## config.mk

```make
export PLATFORM = sky130hd
export DESIGN_NAME = dirty_rect_bounding_tracker_core
export DESIGN_NICKNAME = d
export VERILOG_FILES = /design/src/sv/drt_pkg.sv /design/src/sv/drt_clip.sv /design/src/sv/drt_merge.sv /design/src/sv/dirty_rect_bounding_tracker_core.sv
export SDC_FILE = /design/constraint.sdc
export NUM_CORES = 1
export LEC_CHECK = 0
export BUFFER_PORTS_ARGS = -buffer_cell sky130_fd_sc_hd__buf_2
export CAP_MARGIN = 10
export CORE_ASPECT_RATIO = 0.8
export CORE_UTILIZATION = 41
export CTS_CLUSTER_DIAMETER = 200
export CTS_CLUSTER_SIZE = 25
export DETAILED_ROUTE_END_ITERATION = 10
export PLACE_DENSITY = 0.61
export SLEW_MARGIN = 20
export SYNTH_ARGS = -nofsm -noshare
export SYNTH_HDL_FRONTEND = slang
export SYNTH_SLANG_ARGS = --single-unit
```

## constraint.sdc

```tcl
create_clock -name clk -period 6.75 [get_ports clk]
set_clock_uncertainty 0.15 [all_clocks]
set_input_delay 0.675 -clock clk [delete_from_list [all_inputs] [get_ports clk]]
set_output_delay 0.675 -clock clk [all_outputs]
set_load 0.02 [all_outputs]
```

## src/sv/drt_pkg.sv

```systemverilog
// ----------------------------------------------------------------------------
// drt_pkg: shared types and constants of the dirty rectangle tracker
// Widths, register indexes, item modes and the box and clip structs.
// ----------------------------------------------------------------------------
package drt_pkg;

  // Coordinate and size widths
  localparam int COORD_W = 12;
  localparam int IN_W    = 16;
  localparam int COUNT_W = 10;

  // Rectangles per frame before the frame collapses to full screen
  localparam int LIST_LIMIT = 512;

  // Reset screen size
  localparam logic [COORD_W-1:0] SCREEN_W_RESET = 12'd640;
  localparam logic [COORD_W-1:0] SCREEN_H_RESET = 12'd480;

  // Configuration register indexes
  typedef enum logic [0:0] {
    REG_SCREEN_WIDTH  = 1'b0,
    REG_SCREEN_HEIGHT = 1'b1
  } reg_index_t;

  // Input item modes
  typedef enum logic [0:0] {
    MODE_ADD  = 1'b0,
    MODE_FLIP = 1'b1
  } mode_t;

  // One bounding box, right and bottom exclusive
  typedef struct packed {
    logic [COORD_W-1:0] left;
    logic [COORD_W-1:0] top;
    logic [COORD_W-1:0] right;
    logic [COORD_W-1:0] bottom;
  } box_t;

  // Clipper result for one rectangle
  typedef struct packed {
    logic screen_size;  // rectangle is exactly the screen size
    logic keep;         // something is left after clipping
    box_t box;          // clipped edges, meaningful when keep is set
  } clip_t;

  // Union result for one flip
  typedef struct packed {
    logic [COORD_W-1:0] left;
    logic [COORD_W-1:0] top;
    logic [COORD_W-1:0] width;
    logic [COORD_W-1:0] height;
    logic               empty;
  } union_t;

endpackage

```

## src/sv/drt_clip.sv

```systemverilog
// ----------------------------------------------------------------------------
// drt_clip: rectangle clipper
// Clips one signed rectangle to the screen and flags screen-sized input.
// ----------------------------------------------------------------------------
module drt_clip import drt_pkg::*; (
  input  logic [IN_W-1:0]    rect_x,
  input  logic [IN_W-1:0]    rect_y,
  input  logic [IN_W-1:0]    rect_w,
  input  logic [IN_W-1:0]    rect_h,
  input  logic [COORD_W-1:0] screen_width,
  input  logic [COORD_W-1:0] screen_height,
  output clip_t              clip
);

  logic signed [IN_W+1:0] x0, y0, x1, y1;
  logic signed [IN_W+1:0] x0c, y0c, x1c, y1c;
  logic signed [IN_W+1:0] sw, sh;

  // Extend edges and form far corners
  always_comb begin
    x0 = {{2{rect_x[IN_W-1]}}, rect_x};
    y0 = {{2{rect_y[IN_W-1]}}, rect_y};
    x1 = x0 + $signed({2'b00, rect_w});
    y1 = y0 + $signed({2'b00, rect_h});
    sw = $signed({{(IN_W+2-COORD_W){1'b0}}, screen_width});
    sh = $signed({{(IN_W+2-COORD_W){1'b0}}, screen_height});
  end

  // Clamp to the screen
  always_comb begin
    x0c = (x0 < 0) ? '0 : x0;
    y0c = (y0 < 0) ? '0 : y0;
    x1c = (x1 > sw) ? sw : x1;
    y1c = (y1 > sh) ? sh : y1;
  end

  // Pack result; edges fit in COORD_W whenever keep is set
  always_comb begin
    clip.screen_size = (rect_w == {{(IN_W-COORD_W){1'b0}}, screen_width}) &&
                       (rect_h == {{(IN_W-COORD_W){1'b0}}, screen_height});
    clip.keep        = (x1c > x0c) && (y1c > y0c);
    clip.box.left    = x0c[COORD_W-1:0];
    clip.box.top     = y0c[COORD_W-1:0];
    clip.box.right   = x1c[COORD_W-1:0];
    clip.box.bottom  = y1c[COORD_W-1:0];
  end

endmodule

```

## src/sv/drt_merge.sv

```systemverilog
// ----------------------------------------------------------------------------
// drt_merge: frame union
// Joins the current and previous frame boxes into one update box.
// ----------------------------------------------------------------------------
module drt_merge import drt_pkg::*; (
  input  box_t   cur_box,
  input  logic   cur_valid,
  input  box_t   old_box,
  input  logic   old_valid,
  output union_t result
);

  box_t u;

  // Select or join the boxes that hold damage
  always_comb begin
    u = '0;
    if (cur_valid && old_valid) begin
      u.left   = (cur_box.left   < old_box.left)   ? cur_box.left   : old_box.left;
      u.top    = (cur_box.top    < old_box.top)    ? cur_box.top    : old_box.top;
      u.right  = (cur_box.right  > old_box.right)  ? cur_box.right  : old_box.right;
      u.bottom = (cur_box.bottom > old_box.bottom) ? cur_box.bottom : old_box.bottom;
    end else if (cur_valid) begin
      u = cur_box;
    end else if (old_valid) begin
      u = old_box;
    end
  end

  // Convert to corner and size
  always_comb begin
    result = '0;
    if (cur_valid || old_valid) begin
      result.left   = u.left;
      result.top    = u.top;
      result.width  = (u.right  >= u.left) ? u.right  - u.left : '0;
      result.height = (u.bottom >= u.top)  ? u.bottom - u.top  : '0;
      result.empty  = 1'b0;
    end else begin
      result.empty  = 1'b1;
    end
  end

endmodule

```

## src/sv/dirty_rect_bounding_tracker_core.sv

```systemverilog
// ----------------------------------------------------------------------------
// dirty_rect_bounding_tracker_core: screen damage tracker
// Folds clipped rectangles into a per-frame bounding box and reports the
// union of the current and previous frames on each flip.
// ----------------------------------------------------------------------------
// The tracker takes one word per clock on the input channel. A word first
// lands in an input register; in the following cycle an add word is clipped
// and folded into the current box, and a flip word loads the output register.
// Add words never wait. A flip word waits in the input register only while
// the previous result is still held in the output register under stall, and
// the input channel stalls behind it. Screen size writes take effect on the
// next word processed and are accepted in every cycle.
module dirty_rect_bounding_tracker_core import drt_pkg::*; (
  input  logic               clk,
  input  logic               rst,
  // configuration
  input  logic               cfg_valid,
  output logic               cfg_ready,
  input  logic [0:0]         cfg_index,
  input  logic [COORD_W-1:0] cfg_data,
  // input channel
  input  logic               in_valid,
  output logic               in_stall,
  input  logic               mode,
  input  logic [IN_W-1:0]    rect_x,
  input  logic [IN_W-1:0]    rect_y,
  input  logic [IN_W-1:0]    rect_w,
  input  logic [IN_W-1:0]    rect_h,
  // output channel
  output logic               out_valid,
  input  logic               out_stall,
  output logic [COORD_W-1:0] out_left,
  output logic [COORD_W-1:0] out_top,
  output logic [COORD_W-1:0] out_width,
  output logic [COORD_W-1:0] out_height,
  output logic               out_empty
);

  // Configuration
  logic [COORD_W-1:0] screen_width;
  logic [COORD_W-1:0] screen_height;

  // Input register
  logic               s1_valid;
  logic               s1_mode;
  logic [IN_W-1:0]    s1_x, s1_y, s1_w, s1_h;
  logic               s1_fire;
  logic               s1_add;
  logic               s1_flip;
  logic               in_accept;

  // Frame state
  box_t               cur_box, old_box;
  logic               cur_valid, old_valid;
  logic [COUNT_W-1:0] rect_count;
  logic               full_screen;
  logic               go_full;

  clip_t              clip;
  union_t             result;

  // Accept configuration writes at any time
  assign cfg_ready = 1'b1;

  always_ff @(posedge clk) begin
    if (rst) begin
      screen_width  <= SCREEN_W_RESET;
      screen_height <= SCREEN_H_RESET;
    end else if (cfg_valid && cfg_ready) begin
      case (reg_index_t'(cfg_index))
        REG_SCREEN_WIDTH:  screen_width  <= cfg_data;
        REG_SCREEN_HEIGHT: screen_height <= cfg_data;
        default: ;
      endcase
    end
  end

  // Hold a flip while the output word is still stalled
  assign s1_add    = (mode_t'(s1_mode) == MODE_ADD);
  assign s1_flip   = (mode_t'(s1_mode) == MODE_FLIP);
  assign s1_fire   = s1_valid && !(s1_flip && out_valid && out_stall);
  assign in_stall  = s1_valid && !s1_fire;
  assign in_accept = in_valid && !in_stall;

  always_ff @(posedge clk) begin
    if (rst) begin
      s1_valid <= 1'b0;
    end else if (in_accept) begin
      s1_valid <= 1'b1;
    end else if (s1_fire) begin
      s1_valid <= 1'b0;
    end
  end

  always_ff @(posedge clk) begin
    if (in_accept) begin
      s1_mode <= mode;
      s1_x    <= rect_x;
      s1_y    <= rect_y;
      s1_w    <= rect_w;
      s1_h    <= rect_h;
    end
  end

  drt_clip u_clip (
    .rect_x        (s1_x),
    .rect_y        (s1_y),
    .rect_w        (s1_w),
    .rect_h        (s1_h),
    .screen_width  (screen_width),
    .screen_height (screen_height),
    .clip          (clip)
  );

  drt_merge u_merge (
    .cur_box   (cur_box),
    .cur_valid (cur_valid),
    .old_box   (old_box),
    .old_valid (old_valid),
    .result    (result)
  );

  // Collapse to full screen on a screen-sized rectangle, a full list or a frame already full
  assign go_full = clip.screen_size || full_screen ||
                   (rect_count >= COUNT_W'(LIST_LIMIT));

  // Fold adds into the current frame; rotate frames on flip
  always_ff @(posedge clk) begin
    if (rst) begin
      cur_valid   <= 1'b0;
      old_valid   <= 1'b0;
      rect_count  <= '0;
      full_screen <= 1'b0;
    end else if (s1_fire && s1_add) begin
      if (go_full) begin
        cur_valid   <= 1'b1;
        full_screen <= 1'b1;
        rect_count  <= COUNT_W'(1);
      end else if (clip.keep) begin
        cur_valid   <= 1'b1;
        rect_count  <= rect_count + COUNT_W'(1);
      end
    end else if (s1_fire && s1_flip) begin
      old_valid   <= cur_valid;
      cur_valid   <= 1'b0;
      rect_count  <= '0;
      full_screen <= 1'b0;
    end
  end

  always_ff @(posedge clk) begin
    if (s1_fire && s1_add) begin
      if (go_full) begin
        cur_box.left   <= '0;
        cur_box.top    <= '0;
        cur_box.right  <= screen_width;
        cur_box.bottom <= screen_height;
      end else if (clip.keep) begin
        if (!cur_valid) begin
          cur_box <= clip.box;
        end else begin
          if (clip.box.left < cur_box.left)     cur_box.left   <= clip.box.left;
          if (clip.box.top < cur_box.top)       cur_box.top    <= clip.box.top;
          if (clip.box.right > cur_box.right)   cur_box.right  <= clip.box.right;
          if (clip.box.bottom > cur_box.bottom) cur_box.bottom <= clip.box.bottom;
        end
      end
    end else if (s1_fire && s1_flip) begin
      old_box <= cur_box;
    end
  end

  // Output register: load on flip, drop once taken
  always_ff @(posedge clk) begin
    if (rst) begin
      out_valid <= 1'b0;
    end else if (s1_fire && s1_flip) begin
      out_valid <= 1'b1;
    end else if (out_valid && !out_stall) begin
      out_valid <= 1'b0;
    end
  end

  always_ff @(posedge clk) begin
    if (s1_fire && s1_flip) begin
      out_left   <= result.left;
      out_top    <= result.top;
      out_width  <= result.width;
      out_height <= result.height;
      out_empty  <= result.empty;
    end
  end

  // Checks
  a_flip_clears: assert property (@(posedge clk) disable iff (rst)
    (s1_fire && s1_flip) |=> (!cur_valid && rect_count == '0 && !full_screen))
    else $error("current frame not cleared after flip");

  a_full_is_valid: assert property (@(posedge clk) disable iff (rst)
    full_screen |-> cur_valid)
    else $error("full screen mark without a valid box");

  a_count_bound: assert property (@(posedge clk) disable iff (rst)
    (rect_count <= COUNT_W'(LIST_LIMIT)) && (cur_valid || rect_count == '0))
    else $error("rectangle count out of step with frame state");

  a_empty_zero: assert property (@(posedge clk) disable iff (rst)
    (out_valid && out_empty) |->
      (out_left == '0 && out_top == '0 && out_width == '0 && out_height == '0))
    else $error("empty result carries a nonzero box");

endmodule

```

==> impl_metrics.yaml <==
drt:
  wl_per_cell_um: 18.4
  vias_per_cell: 5.40
  drt-initial-drc-count: 936
  wirelength_mm: 41.8
  dr.pass1.iters: 5
  ant_nets: 0
  num_vias: 12271
  drcViolationCount: 0
layout:
  layout_commonest_cell: "edfxtp_1"
  final_cell_mix: "edfxtp_1, ha_1, inv_1"
  final_cells: 2274
  area_growth_pct: 13.0
  layout.nets: 2022
  drive_above_1_share: 0.171
  finalInstanceArea_um2: 18700
  final_core_util: 0.472
place:
  place_ws_ns: -0.401
  io_buffers: 133
  place_hpwl_mm: 33.6
  gp_congestion: 0.933
  placed_cells: 2246
  dpl_cell_area_um2: 18200
cts:
  root_buffer: "clkbuf_16"
  clk_pin_slew_ns: 0.11
  numClockSinks: 249
  cts_hold_buffers: 0
  cts_buffers: 13
  cts_tree: "done"
  cts_max_level: 1
  insertion_delay_ns: 0.51
  cts.path.max_buffers: 3
synthesis:
  synth_edf_count: 210
  syn_nets: 1848
  syn_avg_cell_area_um2: 10.6
  async_flop_share: 0
  syn_inst: 1555
  synth_area_um2: 16500
  yosys_most_used_dff: "edfxtp_1"
  synth_warnings: 0
  ys_seq_area_frac: 0.428
  synth_seq_cells: 249
  yosysUniqueCellTypes: 82
die:
  core_area_um2: 39600
  top_level_ports: 135
  dieHeight_um: 182
  initial_core_util: 0.418
  die_x_um: 227
  row_count: 65
  dieArea_um2: 41200
timing:
  tns_ns: 0
  fin_ws_ns: 0.358
  period_needed_ns: 6.39
  rsz0062_at_grt: "yes"
  setup_viol: 0
  worst_pin_slew_ns: 0.980
  drv_slew: 0
  max_freq_ghz: 0.156
  timing.slew.headroom: 0.345
  hold_viol_final: 0
  post-route-period-util: 0.947
grt:
  grt_pass1_vias: 11645
  grt_max_degree: 78
  track_usage: 0.204
  grt_pass1_wl_mm: 65.2
  overflow: 0
  antenna_found_initial: 3
worst_setup_path:
  cp_max_fo: 10
  crit_required_ns: 6.99
  worst-endpoint-arrival_ns: 6.63
  start_kind: "register"
  worstSetupEndpointType: "register"
  path_class: "reg2reg"
power:
  peakVddDrop_mv: 0.191
  p_leak_nw: 8.19
  power_density_nw_per_um2: 190
job:
  drv_cap: 0
worst_hold_path:
  hp-class: "in2reg"
run_status:
  outcome: "finished, final reports clean"
==> critical path, stage by stage, from the launching register on <==
cell,delay [ns]
edfxtp_1,0.48
ha_1,0.35
a211oi_2,0.26
nor4_1,0.12
or3_4,0.42
a21o_1,0.19
a21oi_1,0.17
xnor2_1,0.19
ha_1,0.32
a211oi_1,0.26
a31o_2,0.21
o2111ai_2,0.15
nor4b_4,0.39
nor2_4,0.17
mux2_4,0.34
ha_1,0.31
nand4_1,0.14
or3_1,0.33
o221ai_1,0.20
a21oi_1,0.07
nor3_1,0.23
o211a_4,0.21
buf_4,0.15
nor3_4,0.07
a221o_1,0.38
==> area by class of cell <==
type,instances,area [um^2]
inverter,169,637
clock buffer,20,352
timing repair buffer,201,1230
tap,536,671
fill,3724,20900
sequential,249,7090
clock inverter,1,17.5
antenna,3,7.51
multi-input combinational,1095,8690
==> through the flow <==
step	power, mW	hold slack (ns)
floorplan	2.40	0.302
global placement	2.68	0.329
detailed placement	2.69	0.340
CTS	3.58	0.164
global route	3.74	0.158
finish	3.56	0.179
==> synth_stat cells (all sizes together) (12+ instances only) <==
cell | n | area share
a21o | 54 | 0.025
a21oi | 96 | 0.029
a22o | 50 | 0.026
a22oi | 27 | 0.013
and2 | 15 | 0.0058
and3 | 15 | 0.0057
clkbuf | 32 | 0.0073
dfxtp | 39 | 0.047
edfxtp | 210 | 0.38
ha | 206 | 0.16
inv | 169 | 0.038
mux2 | 46 | 0.037
nand2 | 89 | 0.020
nand2b | 43 | 0.016
nand3 | 17 | 0.0051
nand4 | 32 | 0.012
nor2 | 81 | 0.019
nor2b | 24 | 0.0091
nor3 | 22 | 0.0073
o211ai | 12 | 0.0061
o21a | 20 | 0.0091
o21ai | 42 | 0.013
or2 | 13 | 0.0049
xnor2 | 44 | 0.023
xor2 | 16 | 0.0085
==> sequential cells by signal, indices dropped and copies added (netlist names), 10 cells and up <==
name,cells
out_left,12
out_top,12
out_height,12
screen_width,12
s1_w,16
s1_y,16
rect_count,10
out_width,12
s1_h,16
cur_box,48
screen_height,12
s1_x,16
old_box,48
==> routing by layer <==
layer / wire length, um / vias to the layer above / part of all wire / GRT usage
li1: - / 6079 / - / -
met1: 21700 / 5837 / 0.52 / 0.317
met2: 17300 / 312 / 0.41 / 0.300
met3: 2110 / 41 / 0.050 / 0.0283
met4: 667 / 2 / 0.016 / 0.0338
met5: 13 / - / 0.00031 / 0
==> repair_timing <==
item                                    in CTS  in global routing
endpoints found under the setup margin      48                 48
setup buffers                                0                  4
gates resized for setup                      5                  6
hold endpoints to repair                     0                  0
==> kinds of logic (layout without fill, tap and decap cells) <==
kind of cell | Yosys count | in the layout | share of synthesized area
other | 1 | 4 | 0.000227
DFF | 249 | 249 | 0.428
xor gates and xnor gates | 60 | 60 | 0.0318
adders and majority gates | 210 | 210 | 0.161
muxes | 49 | 49 | 0.0390
AOI/OAI and AO/OA | 390 | 390 | 0.168
buffers and inverters | 211 | 391 | 0.0501
and+or+nand+nor | 385 | 385 | 0.122
==> worst paths after layout <==
check	from	to	slack, ns	depth (start not counted)
worst max-delay path	s1_y[1]$_DFFE_PP_	rect_count[7]$_SDFFE_PP0P_	0.36	24
worst min register to register	full_screen$_SDFFE_PP0P_	full_screen$_SDFFE_PP0P_	0.37	2
worst max register to register	s1_y[1]$_DFFE_PP_	rect_count[7]$_SDFFE_PP0P_	0.36	24
worst min-delay path	rect_h[4]	s1_h[4]$_DFFE_PP_	0.18	1
==> power by group <==
part	internal, mW	switching, mW	leakage [nW]
Sequential	1.72	0.0414	2.29
Combinational	0.431	0.485	5.72
Clock	0.385	0.497	0.181
Total	2.54	1.02	8.19
Note: power is estimated with default switching activity, not from simulation.
